--- config.mk ---
export PLATFORM = sky130hd
export DESIGN_NAME = timer_event_slot_scheduler_flat
export DESIGN_NICKNAME = d
export VERILOG_FILES = /design/src/sv/tes_pkg.sv /design/src/sv/tes_if.sv /design/src/sv/tes_inreg.sv /design/src/sv/tes_engine.sv /design/src/sv/tes_outreg.sv /design/src/sv/timer_event_slot_scheduler.sv /design/src/flat_wrapper.sv
export SDC_FILE = /design/constraint.sdc
export NUM_CORES = 1
export LEC_CHECK = 0
export BUFFER_PORTS_ARGS = -buffer_cell sky130_fd_sc_hd__buf_2
export CORE_MARGIN = 2
export CORE_UTILIZATION = 30
export DETAILED_ROUTE_END_ITERATION = 10
export SYNTH_ARGS = -nofsm -noshare
export SYNTH_HDL_FRONTEND = slang
export SYNTH_HIERARCHICAL = 1
export SYNTH_SLANG_ARGS = --single-unit
export TNS_END_PERCENT = 50
--- constraint.sdc ---
create_clock -name clock -period 8.92 [get_ports clock]
set_input_delay 0.892 -clock clock [delete_from_list [all_inputs] [get_ports clock]]
set_output_delay 0.892 -clock clock [all_outputs]
set_load 0.01 [all_outputs]
--- src/sv/tes_pkg.sv ---
// shared types, widths and codes for the timer event slot scheduler
package tes_pkg;

   localparam int OP_W = 3;
   localparam int TIME_W = 32;
   localparam int EVENT_W = 4;
   localparam int UNIT_W = 2;
   localparam int CHAN_W = 3;
   localparam int COUNT_W = 5;
   localparam int TOTAL_W = 32;
   localparam int LATE_W = 16;
   localparam int CODE_W = 4;
   localparam int MAP_CHANNELS = 16;
   localparam int UNIT_STRIDE = 8;

   localparam int DEFAULT_EVENT_SLOTS = 16;
   localparam int DEFAULT_CHANNELS_PER_UNIT = 8;

   localparam logic [LATE_W-1:0] LATE_RESET = 16'd100;

   localparam logic [OP_W-1:0] OP_SCHEDULE   = 3'd0;
   localparam logic [OP_W-1:0] OP_CANCEL     = 3'd1;
   localparam logic [OP_W-1:0] OP_CANCEL_ALL = 3'd2;
   localparam logic [OP_W-1:0] OP_FIRE       = 3'd3;
   localparam logic [OP_W-1:0] OP_QUERY      = 3'd4;

   localparam logic [UNIT_W-1:0] UNIT_ONE = 2'd1;
   localparam logic [UNIT_W-1:0] UNIT_TWO = 2'd2;

   typedef struct packed {
      logic [OP_W-1:0]    operation;
      logic [TIME_W-1:0]  time_us;
      logic [EVENT_W-1:0] target_event;
      logic [UNIT_W-1:0]  fire_unit;
      logic [CHAN_W-1:0]  fire_channel;
      logic [TIME_W-1:0]  now_us;
   } req_type;

   typedef struct packed {
      logic               ok;
      logic [EVENT_W-1:0] result_event;
      logic [UNIT_W-1:0]  assigned_unit;
      logic [CHAN_W-1:0]  assigned_channel;
      logic               late;
      logic               is_active;
      logic [COUNT_W-1:0] active_count;
      logic [TOTAL_W-1:0] fired_count;
      logic [TOTAL_W-1:0] missed_count;
   } rsp_type;

endpackage

--- src/sv/tes_if.sv ---
// request, response and register write channel interfaces
interface tes_req_if;
   logic valid;
   logic ready;
   tes_pkg::req_type data;
   modport source (output valid, output data, input ready);
   modport sink (input valid, input data, output ready);
endinterface

interface tes_rsp_if;
   logic valid;
   logic ready;
   tes_pkg::rsp_type data;
   modport source (output valid, output data, input ready);
   modport sink (input valid, input data, output ready);
endinterface

interface tes_csr_if;
   logic valid;
   logic ready;
   logic [tes_pkg::LATE_W-1:0] data;
   modport source (output valid, output data, input ready);
   modport sink (input valid, input data, output ready);
endinterface

--- src/sv/tes_inreg.sv ---
// input register stage holding one request word
module tes_inreg (
   input  logic             clock,
   input  logic             reset,
   tes_req_if.sink          req,
   input  logic             advance,
   output logic             item_valid,
   output tes_pkg::req_type item
);

   logic             item_valid_ff;
   tes_pkg::req_type item_ff;

   assign req.ready  = !item_valid_ff || advance;
   assign item_valid = item_valid_ff;
   assign item       = item_ff;

   always_ff @(posedge clock) begin
      if (reset) begin
         item_valid_ff <= 1'b0;
      end else if (req.ready) begin
         item_valid_ff <= req.valid;
      end
   end

   always_ff @(posedge clock) begin
      if (req.valid && req.ready) begin
         item_ff <= req.data;
      end
   end

endmodule

--- src/sv/tes_engine.sv ---
// slot table, channel map, counters and the per-word decision logic
module tes_engine #(
   parameter int EVENT_SLOTS       = tes_pkg::DEFAULT_EVENT_SLOTS,
   parameter int CHANNELS_PER_UNIT = tes_pkg::DEFAULT_CHANNELS_PER_UNIT
) (
   input  logic             clock,
   input  logic             reset,
   tes_csr_if.sink          csr,
   input  logic             advance,
   input  tes_pkg::req_type item,
   output tes_pkg::rsp_type result
);

   localparam int SLOT_W  = (EVENT_SLOTS > 1) ? $clog2(EVENT_SLOTS) : 1;
   localparam int MAP     = tes_pkg::MAP_CHANNELS;
   localparam int CODE_W  = tes_pkg::CODE_W;
   localparam int EW      = tes_pkg::EVENT_W;
   localparam int TW      = tes_pkg::TIME_W;
   localparam int NW      = tes_pkg::TOTAL_W;
   localparam int CW      = tes_pkg::COUNT_W;
   localparam int LW      = tes_pkg::LATE_W;
   localparam int CHW     = tes_pkg::CHAN_W;

   logic [EVENT_SLOTS-1:0] slot_active_ff, slot_active_in;
   logic [MAP-1:0]         busy_ff, busy_in;
   logic [SLOT_W-1:0]      chan_slot_ff [MAP];
   logic [TW-1:0]          chan_time_ff [MAP];
   logic [NW-1:0]          fired_ff, fired_in;
   logic [NW-1:0]          missed_ff, missed_in;
   logic [CW-1:0]          active_ff, active_in;
   logic [LW-1:0]          late_limit_ff;

   logic                   slot_found;
   logic [SLOT_W-1:0]      free_slot;
   logic                   code_found;
   logic [CODE_W-1:0]      free_code;
   logic                   sched_ok;
   logic [EVENT_SLOTS-1:0] target_hit;
   logic                   target_in_range;
   logic                   fire_valid;
   logic [CODE_W-1:0]      fire_code;
   logic                   fire_hit;
   logic [SLOT_W-1:0]      fire_slot;
   logic [TW-1:0]          deadline;
   logic                   late_now;

   assign csr.ready = 1'b1;

   // lowest free slot and first free channel
   always_comb begin
      slot_found = 1'b0;
      free_slot  = '0;
      for (int s = EVENT_SLOTS - 1; s >= 0; s--) begin
         if (!slot_active_ff[s]) begin
            slot_found = 1'b1;
            free_slot  = SLOT_W'(s);
         end
      end
      code_found = 1'b0;
      free_code  = '0;
      for (int c = MAP - 1; c >= 0; c--) begin
         if ((c % tes_pkg::UNIT_STRIDE) < CHANNELS_PER_UNIT && !busy_ff[c]) begin
            code_found = 1'b1;
            free_code  = CODE_W'(c);
         end
      end
   end

   always_comb begin
      for (int s = 0; s < EVENT_SLOTS; s++) begin
         target_hit[s] = (32'(item.target_event) == s) && slot_active_ff[s];
      end
   end

   assign target_in_range = 32'(item.target_event) < EVENT_SLOTS;
   assign sched_ok  = (item.operation == tes_pkg::OP_SCHEDULE) && slot_found && code_found;

   assign fire_valid = (item.fire_unit == tes_pkg::UNIT_ONE || item.fire_unit == tes_pkg::UNIT_TWO)
                       && (32'(item.fire_channel) < CHANNELS_PER_UNIT);
   assign fire_code = {item.fire_unit == tes_pkg::UNIT_TWO, item.fire_channel};
   assign fire_hit  = fire_valid && busy_ff[fire_code];
   assign fire_slot = chan_slot_ff[fire_code];
   assign deadline  = chan_time_ff[fire_code] + TW'(late_limit_ff);
   assign late_now  = item.now_us > deadline;

   always_comb begin
      slot_active_in = slot_active_ff;
      busy_in        = busy_ff;
      fired_in       = fired_ff;
      missed_in      = missed_ff;
      active_in      = active_ff;
      result         = '0;
      unique case (item.operation)
         tes_pkg::OP_SCHEDULE: begin
            if (sched_ok) begin
               slot_active_in[free_slot] = 1'b1;
               busy_in[free_code]        = 1'b1;
               active_in                 = active_ff + 1'b1;
               result.ok                 = 1'b1;
               result.result_event       = EW'(free_slot);
               result.assigned_unit      = free_code[CODE_W-1] ? tes_pkg::UNIT_TWO
                                                               : tes_pkg::UNIT_ONE;
               result.assigned_channel   = free_code[CHW-1:0];
            end
         end
         tes_pkg::OP_CANCEL: begin
            if (|target_hit) begin
               slot_active_in = slot_active_ff & ~target_hit;
               for (int c = 0; c < MAP; c++) begin
                  if (busy_ff[c] && target_hit[chan_slot_ff[c]]) begin
                     busy_in[c] = 1'b0;
                  end
               end
               active_in = active_ff - 1'b1;
               result.ok = 1'b1;
            end
         end
         tes_pkg::OP_CANCEL_ALL: begin
            slot_active_in = '0;
            busy_in        = '0;
            active_in      = '0;
            result.ok      = 1'b1;
         end
         tes_pkg::OP_FIRE: begin
            if (fire_hit) begin
               fired_in = fired_ff + 1'b1;
               if (late_now) begin
                  missed_in   = missed_ff + 1'b1;
                  result.late = 1'b1;
               end
               slot_active_in[fire_slot] = 1'b0;
               busy_in[fire_code]        = 1'b0;
               active_in                 = active_ff - 1'b1;
               result.ok                 = 1'b1;
               result.result_event       = EW'(fire_slot);
            end
         end
         tes_pkg::OP_QUERY: begin
            result.ok        = target_in_range;
            result.is_active = |target_hit;
         end
         default: begin
         end
      endcase
      result.active_count = active_in;
      result.fired_count  = fired_in;
      result.missed_count = missed_in;
   end

   always_ff @(posedge clock) begin
      if (reset) begin
         slot_active_ff <= '0;
         busy_ff        <= '0;
         fired_ff       <= '0;
         missed_ff      <= '0;
         active_ff      <= '0;
         late_limit_ff  <= tes_pkg::LATE_RESET;
      end else begin
         if (csr.valid) begin
            late_limit_ff <= csr.data;
         end
         if (advance) begin
            slot_active_ff <= slot_active_in;
            busy_ff        <= busy_in;
            fired_ff       <= fired_in;
            missed_ff      <= missed_in;
            active_ff      <= active_in;
         end
      end
   end

   always_ff @(posedge clock) begin
      if (advance && sched_ok) begin
         chan_slot_ff[free_code] <= free_slot;
         chan_time_ff[free_code] <= item.time_us;
      end
   end

`ifndef SYNTH
   a_active_matches_slots: assert property (@(posedge clock) disable iff (reset)
      32'(active_ff) == $countones(slot_active_ff))
      else $error("active count differs from slot table");

   a_busy_matches_slots: assert property (@(posedge clock) disable iff (reset)
      $countones(busy_ff) == $countones(slot_active_ff))
      else $error("busy channels differ from active slots");

   a_fire_counts: assert property (@(posedge clock) disable iff (reset)
      advance && item.operation == tes_pkg::OP_FIRE && fire_hit
      |=> fired_ff == NW'($past(fired_ff) + 32'd1))
      else $error("matched fire not counted");

   a_schedule_takes: assert property (@(posedge clock) disable iff (reset)
      advance && sched_ok
      |=> busy_ff[$past(free_code)] && slot_active_ff[$past(free_slot)])
      else $error("schedule did not take slot and channel");
`endif

endmodule

--- src/sv/tes_outreg.sv ---
// result register stage holding one response word
module tes_outreg (
   input  logic             clock,
   input  logic             reset,
   tes_rsp_if.source        rsp,
   input  logic             load,
   input  tes_pkg::rsp_type result,
   output logic             space
);

   logic             rsp_valid_ff;
   tes_pkg::rsp_type rsp_data_ff;

   assign space     = !rsp_valid_ff || rsp.ready;
   assign rsp.valid = rsp_valid_ff;
   assign rsp.data  = rsp_data_ff;

   always_ff @(posedge clock) begin
      if (reset) begin
         rsp_valid_ff <= 1'b0;
      end else if (space) begin
         rsp_valid_ff <= load;
      end
   end

   always_ff @(posedge clock) begin
      if (load) begin
         rsp_data_ff <= result;
      end
   end

endmodule

--- src/sv/timer_event_slot_scheduler.sv ---
// top level of the timer event slot scheduler
//
//   channel  | dir | moves
//   req_ch   | in  | one operation word per handshake
//   rsp_ch   | out | one response word per operation
//   csr_ch   | in  | late limit write, always ready
//
// one word per cycle sustained while rsp_ready stays high; a response passes through
// the input register, one pass of table logic and the result register
// reset clears the slot table, the busy map and the totals; late limit goes to 100
// no clearing pass after reset
// with rsp_ready low the result holds and req_ready drops once the input register fills
module timer_event_slot_scheduler #(
   parameter int EVENT_SLOTS       = tes_pkg::DEFAULT_EVENT_SLOTS,
   parameter int CHANNELS_PER_UNIT = tes_pkg::DEFAULT_CHANNELS_PER_UNIT
) (
   input logic       clock,
   input logic       reset,
   tes_req_if.sink   req_ch,
   tes_rsp_if.source rsp_ch,
   tes_csr_if.sink   csr_ch
);

   logic             item_valid;
   tes_pkg::req_type item;
   tes_pkg::rsp_type result;
   logic             space;
   logic             advance;

   assign advance = item_valid && space;

   tes_inreg u_inreg (
      .clock      (clock),
      .reset      (reset),
      .req        (req_ch),
      .advance    (advance),
      .item_valid (item_valid),
      .item       (item)
   );

   tes_engine #(
      .EVENT_SLOTS       (EVENT_SLOTS),
      .CHANNELS_PER_UNIT (CHANNELS_PER_UNIT)
   ) u_engine (
      .clock   (clock),
      .reset   (reset),
      .csr     (csr_ch),
      .advance (advance),
      .item    (item),
      .result  (result)
   );

   tes_outreg u_outreg (
      .clock  (clock),
      .reset  (reset),
      .rsp    (rsp_ch),
      .load   (advance),
      .result (result),
      .space  (space)
   );

endmodule

--- src/flat_wrapper.sv ---
// flat-port wrapper written by rule: the top's interface ports become plain ports
module timer_event_slot_scheduler_flat 
#(
   parameter int EVENT_SLOTS       = tes_pkg::DEFAULT_EVENT_SLOTS,
   parameter int CHANNELS_PER_UNIT = tes_pkg::DEFAULT_CHANNELS_PER_UNIT
)
  (clock, reset, req_ch_valid, req_ch_data, req_ch_ready, rsp_ch_valid, rsp_ch_data, rsp_ch_ready, csr_ch_valid, csr_ch_data, csr_ch_ready);
  tes_req_if req_ch_i ();
  tes_rsp_if rsp_ch_i ();
  tes_csr_if csr_ch_i ();
  input logic clock;
  input logic reset;
  input wire logic [$bits(req_ch_i.valid)-1:0] req_ch_valid;
  input wire logic [$bits(req_ch_i.data)-1:0] req_ch_data;
  output wire logic [$bits(req_ch_i.ready)-1:0] req_ch_ready;
  output wire logic [$bits(rsp_ch_i.valid)-1:0] rsp_ch_valid;
  output wire logic [$bits(rsp_ch_i.data)-1:0] rsp_ch_data;
  input wire logic [$bits(rsp_ch_i.ready)-1:0] rsp_ch_ready;
  input wire logic [$bits(csr_ch_i.valid)-1:0] csr_ch_valid;
  input wire logic [$bits(csr_ch_i.data)-1:0] csr_ch_data;
  output wire logic [$bits(csr_ch_i.ready)-1:0] csr_ch_ready;
  assign req_ch_i.valid = req_ch_valid;
  assign req_ch_i.data = req_ch_data;
  assign req_ch_ready = req_ch_i.ready;
  assign rsp_ch_valid = rsp_ch_i.valid;
  assign rsp_ch_data = rsp_ch_i.data;
  assign rsp_ch_i.ready = rsp_ch_ready;
  assign csr_ch_i.valid = csr_ch_valid;
  assign csr_ch_i.data = csr_ch_data;
  assign csr_ch_ready = csr_ch_i.ready;
  timer_event_slot_scheduler #(.EVENT_SLOTS(EVENT_SLOTS), .CHANNELS_PER_UNIT(CHANNELS_PER_UNIT)) u_core (.clock(clock), .reset(reset), .req_ch(req_ch_i), .rsp_ch(rsp_ch_i), .csr_ch(csr_ch_i));
endmodule
# Yosys cells after proc, flatten, opt, wreduce, memory -nomap -nowiden
# Memories as Yosys holds them, arrays and structs flattened.
# Index checks and enable logic that the tools add are counted.
[op_classes]
reduce_logical = 71
magnitude_cmp = 25
eq_ne = 40
mux = 148
n_bitwise = 8
add_sub_neg = 5
[ops]
columns = ["op", "n"]
rows = [
  ["2-to-1 mux 32 bit", 5],
  ["2-to-1 mux 4 bit", 32],
  ["case mux 16 bit (4 select lines)", 2],
  ["< comparator 4 x 5 -> 1 bit (second input constant)", 20],
  ["2-to-1 mux 16 bit", 6],
  ["AND reduction 6 bit", 16],
  ["2-to-1 mux 1 bit", 73],
  ["binary-select mux 1 bit (select 4 bit)", 17],
  ["adder 32 x 1 -> 32 bit (second input constant)", 2],
  ["AND 16 bit", 3],
  ["NOT 16 bit", 3],
  ["logical AND 1 bit", 42],
  ["inequality test 2 bit (second input constant)", 19],
  ["adder 32 x 16 -> 32 bit", 1],
  ["equality test 4 bit (second input constant)", 8],
  ["greater-than comparator 32 bit", 1],
  ["bitwise OR 16 bit", 2],
  ["2-to-1 mux 5 bit", 4],
  ["case mux 5 bit (4 select lines)", 1],
  ["demux 1 bit (select 4 bit)", 4],
  ["equality test 4 x 3 -> 1 bit (second input constant)", 4],
  ["greater-or-equal comparator 4 x 1 -> 1 bit (second input constant)", 4],
  ["OR reduction 16 bit", 1],
  ["2-to-1 mux 10 bit", 1],
  ["20 further kinds", 26],
]
[word_totals]
register_bits = 276
memories = 2
ram_bits = 576
in_bits = 97
elab_cells = 337
[mem_list]
columns = ["name", "depth", "width", "rd", "rd_clocked_by_memory_dff", "write_ports", "line", "source"]
rows = [
  ["u_core.u_engine.chan_time_ff", 16, 32, 1, 0, 1, "tes_engine.sv:27", "logic [TW-1:0] chan_time_ff [MAP];"],
  ["u_core.u_engine.chan_slot_ff", 16, 4, 17, 0, 1, "tes_engine.sv:26", "logic [SLOT_W-1:0] chan_slot_ff [MAP];"],
]

# Logic depth before layout (Yosys ltp)
[logic_depth]
ltp_word = 23
depth_mapped = 30

# Hierarchy
# Netlist, hierarchy kept.
[modules_own_cells]
columns = ["mod", "cells_each", "instances", "area_per_inst_um2"]
rows = [
  ["tes_engine", 2252, 1, 33404.5],
  ["tes_outreg", 85, 1, 2478.6],
  ["tes_inreg", 81, 1, 2337.2],
  ["timer_event_slot_scheduler", 1, 1, 6.3],
]

# Worst setup path after synthesis
# OpenSTA, ideal clock, no wires.
[synth_timing]
path_type = "reg2reg"
startpoint = "register u_core.u_inreg.item_ff (netlist bit u_core/u_inreg/item[32])"
endpoint = "register u_core.u_outreg.rsp_data_ff (netlist bit u_core/u_outreg/rsp.data[5]) (data pin)"
synth_period_minus_slack_ns = 7.200
stages_incl_launch_ff = 29
required_ns = 8.649
arrival_ns = 6.928
setup_ns = 0.271
path_buffers = 8
path_slack_ns = 1.720
cell_sequence = "edfxtp_1 -> buf_6 -> buf_4 -> buf_4 -> buf_4 -> buf_4 -> buf_4 -> mux4_2 -> mux4_2 -> ha_1 -> and3_1 -> a2111oi_0 -> nor2_1 -> o21a_1 -> o311a_1 -> and3_1 -> nand3_1 -> xor2_1 -> ha_1 -> a21o_1 -> a21o_1 -> a21oi_1 -> o21ai_0 -> a21oi_1 -> and2_0 -> clkbuf_1 -> clkbuf_1 -> nor4_1 -> xor2_1"
[synth_rtl]
columns = ["element", "line", "source"]
rows = [
  ["start, declared", "tes_inreg.sv:12", "tes_pkg::req_type item_ff;"],
  ["start signal, assigned", "tes_inreg.sv:28", "item_ff <= req.data;"],
  ["end signal, assigned", "tes_outreg.sv:28", "rsp_data_ff <= result;"],
  ["end, declared", "tes_outreg.sv:12", "tes_pkg::rsp_type rsp_data_ff;"],
]

==> results.yml <==
yosys:
  synth_warnings: 6
  netlist_instances: 2419
  synth_ff_type: "edfxtp_1"
  ys_ff_latch: 852
  async_flop_share_pct: 0
  syn_nets: 2570
  syn_area_per_cell_um2: 15.80
  synth-edff-count: 733
  ys_seq_area_share_pct: 63.81
  synth_area_um2: 38230
  netlist-cell-type-count: 94
hold_path:
  hold_depth: 1
  min_to: "u_core/u_inreg/item[38]"
  hold_start: "req_ch_data[38]"
  hold_path.class: "input port to flop"
floorplan:
  io_pins: 181
  rows: 130
  core_area_um2: 126100
  die_area_um2: 130300
  die_x_um: 361.0
  die_h_um: 361.0
  initial_core_util_pct: 30.32
pwr:
  static-leakage-power_nw: 14.12
  p_total_mw: 8.595
  power.density_cell_area_nw_per_um2: 196.3
  peakVddDrop_mv: 0.1387
grt:
  grt_pass1_wl_um: 151100
  grt_pass1_vias: 22220
  antenna_found_initial: 8
  grt_max_degree: 79
  grt-ovfl-total: 0
  grt_util_all_layers_pct: 15.41
cts:
  cts_hold_buf: 0
  cts_root_buf: "clkbuf_16"
  path_clk_slew_ns: 0.06
  numCtsBuffers: 88
  clockBufferDepth: 3
  cts.sinks: 852
  clock_latency_ns: 0.67
  tritoncts: "yes"
  cts_resized: 0
  post_cts_buffers: 0
  cts.htree.levels: 3
detailed_routing:
  wl_per_cell_um: 23.72
  via_per_inst: 5.288
  ant_nets: 0
  drt_wl_total_um: 102500
  drt_iter0_markers: 2435
  drc: 0
  vias: 22850
  dr.pass1.iters: 7
outcome:
  run_status: "finished, final reports clean"
sta:
  fin_ws_ns: 1.133
  worst_pin_slew_ns: 1.091
  finalClockSkew_ns: 0.03479
  timing_max_transition_violations_final: 0
  final.period_utilization_pct: 87.30
  period_needed_ns: 7.787
  rsz0062_at_grt: "no"
  finalSetupTns_ns: 0
  hold_viol: 0
  fmax_mhz: 128.4
  setup_viol: 0
  fin_hold_ws_ns: 0.3984
  timing.slew.headroom_pct: 27.09
final_layout:
  fin_cells: 4320
  final_nets: 2747
  layout_common_cells: "edfxtp_1 (733), mux4_2 (222), buf_2 (178)"
  area_growth_pct: 14.57
  final_common_cell: "edfxtp_1"
  layout-drive-gt1-share_pct: 23.75
flow_run:
  maxCapViolations: 0
critical_path:
  criticalPathCategory: "flop to flop"
  reg2reg_to: "u_core/u_outreg/rsp.data[1]"
  endpoint_kind: "flop"
  cp-startpoint: "u_core/u_inreg/item[32]"
  crit_arrival_ns: 8.19
  r2r-start: "u_core/u_inreg/item[32]"
  cp_max_fo: 36
  cp.required_ns: 9.33
  rr_worst_depth: 20
  regToRegSetupSlack_ns: 1.13
  worst_setup_path_start_kind: "flop"
placement:
  pre_cts_slack_ns: 1.041
  hpwl_um: 62860
  finalWeightedCongestion: 0.8585
  portBuffers: 179
  dp.cells: 4156
[worst max-delay path, cell delays in order, from the launching register on]
cell and delay [ns]:
edfxtp_1 0.38, buf_4 0.60, mux4_2 0.58, mux4_2 0.51, ha_1 0.36, and3_1 0.19
a2111oi_0 0.81, nor2_1 0.17, o21a_1 0.25, o311a_1 0.48, and3_1 0.25, nand3_1 0.11
xor2_1 0.07, ha_1 0.30, nand4_1 0.19, nor4_2 0.78, o41ai_2 0.37, and2_0 0.25
buf_4 0.25, nor2_2 0.23, mux2_2 0.35
[final cells by class]
cell class,instances,area (um^2)
clock buffer,121,2387
tap,1650,2064
fill,11980,82260
timing repair buffer,222,1234
sequential,852,24390
antenna,1,2.502
clock inverter,42,404.1
inverter,43,161.4
multi-input combinational,1389,13150
[routing by layer]
| layer | vias up | track usage (%) | share of wire (%) |
|---|---|---|---|
| met5 | - | 0 | 0.0068 |
| met4 | 2 | 4.627 | 2.7 |
| met3 | 164 | 2.648 | 7.4 |
| met2 | 931 | 24.36 | 47 |
| met1 | 11690 | 21.69 | 43 |
| li1 | 10060 | - | - |
[report_power, final]
| group | switching, mW | internal [mW] |
|---|---|---|
| Sequential | 0.0760 | 4.38 |
| Clock | 1.57 | 2.01 |
| Combinational | 0.326 | 0.232 |
[stage by stage]
stage,instance area [um^2],util [%]
4_1_cts,43790,34.74
6_report,43790,34.74
3_5_place_dp,41000,32.53
3_3_place_gp,41000,32.53
2_1_floorplan,38230,-
5_1_grt,43790,34.74
[cells in the mapped netlist (26+ instances only)]
cell type / n / area [um^2]
inv_1: 43 / 161.4
a21oi_1: 87 / 435.4
edfxtp_1: 733 / 22010
buf_2: 27 / 135.1
xnor2_1: 52 / 455.4
nand4_1: 28 / 175.2
xor2_1: 69 / 604.3
a21o_1: 26 / 195.2
nand3_1: 73 / 365.4
ha_1: 53 / 663.1
mux2i_1: 36 / 360.4
and3_1: 28 / 175.2
nor3_1: 30 / 150.1
mux4_2: 222 / 5000
nor4_1: 28 / 175.2
o21ai_0: 48 / 240.2
dfxtp_1: 119 / 2382
clkbuf_1: 72 / 270.3
nand2_1: 122 / 457.9
nor2_1: 145 / 544.3
[sequential cells by signal, indices dropped and copies added (netlist names), 5 cells and up]
signal	cells
u_core/u_engine/late_limit_ff	16
u_core/u_engine/fired_ff	32
u_core/u_engine/chan_slot_ff	64
u_core/u_inreg/item	76
u_core/u_outreg/rsp.data	81
u_core/u_engine/chan_time_ff	512
u_core/u_engine/active_ff	5
u_core/u_engine/slot_active_ff	16
u_core/u_engine/missed_ff	32
u_core/u_engine/busy_ff	16
[worst max-delay path by stage]
stage                                     to  slack, ns  cells past startpoint
2_1_floorplan    u_core/u_outreg/rsp.data[5]       1.72                     28
3_3_place_gp   u_core/u_engine/missed_ff[22]       1.25                     22
3_5_place_dp     u_core/u_outreg/rsp.data[1]       1.04                     20
4_1_cts          u_core/u_outreg/rsp.data[1]       1.03                     20
5_1_grt         u_core/u_outreg/rsp.data[15]       0.55                     20
6_report         u_core/u_outreg/rsp.data[1]       1.13                     20
[kinds of logic after synthesis]
| logic type | count (synthesis) | share of synthesized area [%] |
|---|---|---|
| multiplexers | 284 | 15.34 |
| XOR/XNOR | 121 | 2.772 |
| other | 1 | 0.009810 |
| flip-flops | 852 | 63.81 |
| buffers and inverters | 178 | 2.180 |
| adder cells (fa/ha/maj) | 54 | 1.787 |
| AND/OR/NAND/NOR | 572 | 7.571 |
| AO/OA/AOI/OAI | 357 | 6.530 |
Power figures use the tool's default switching activity.
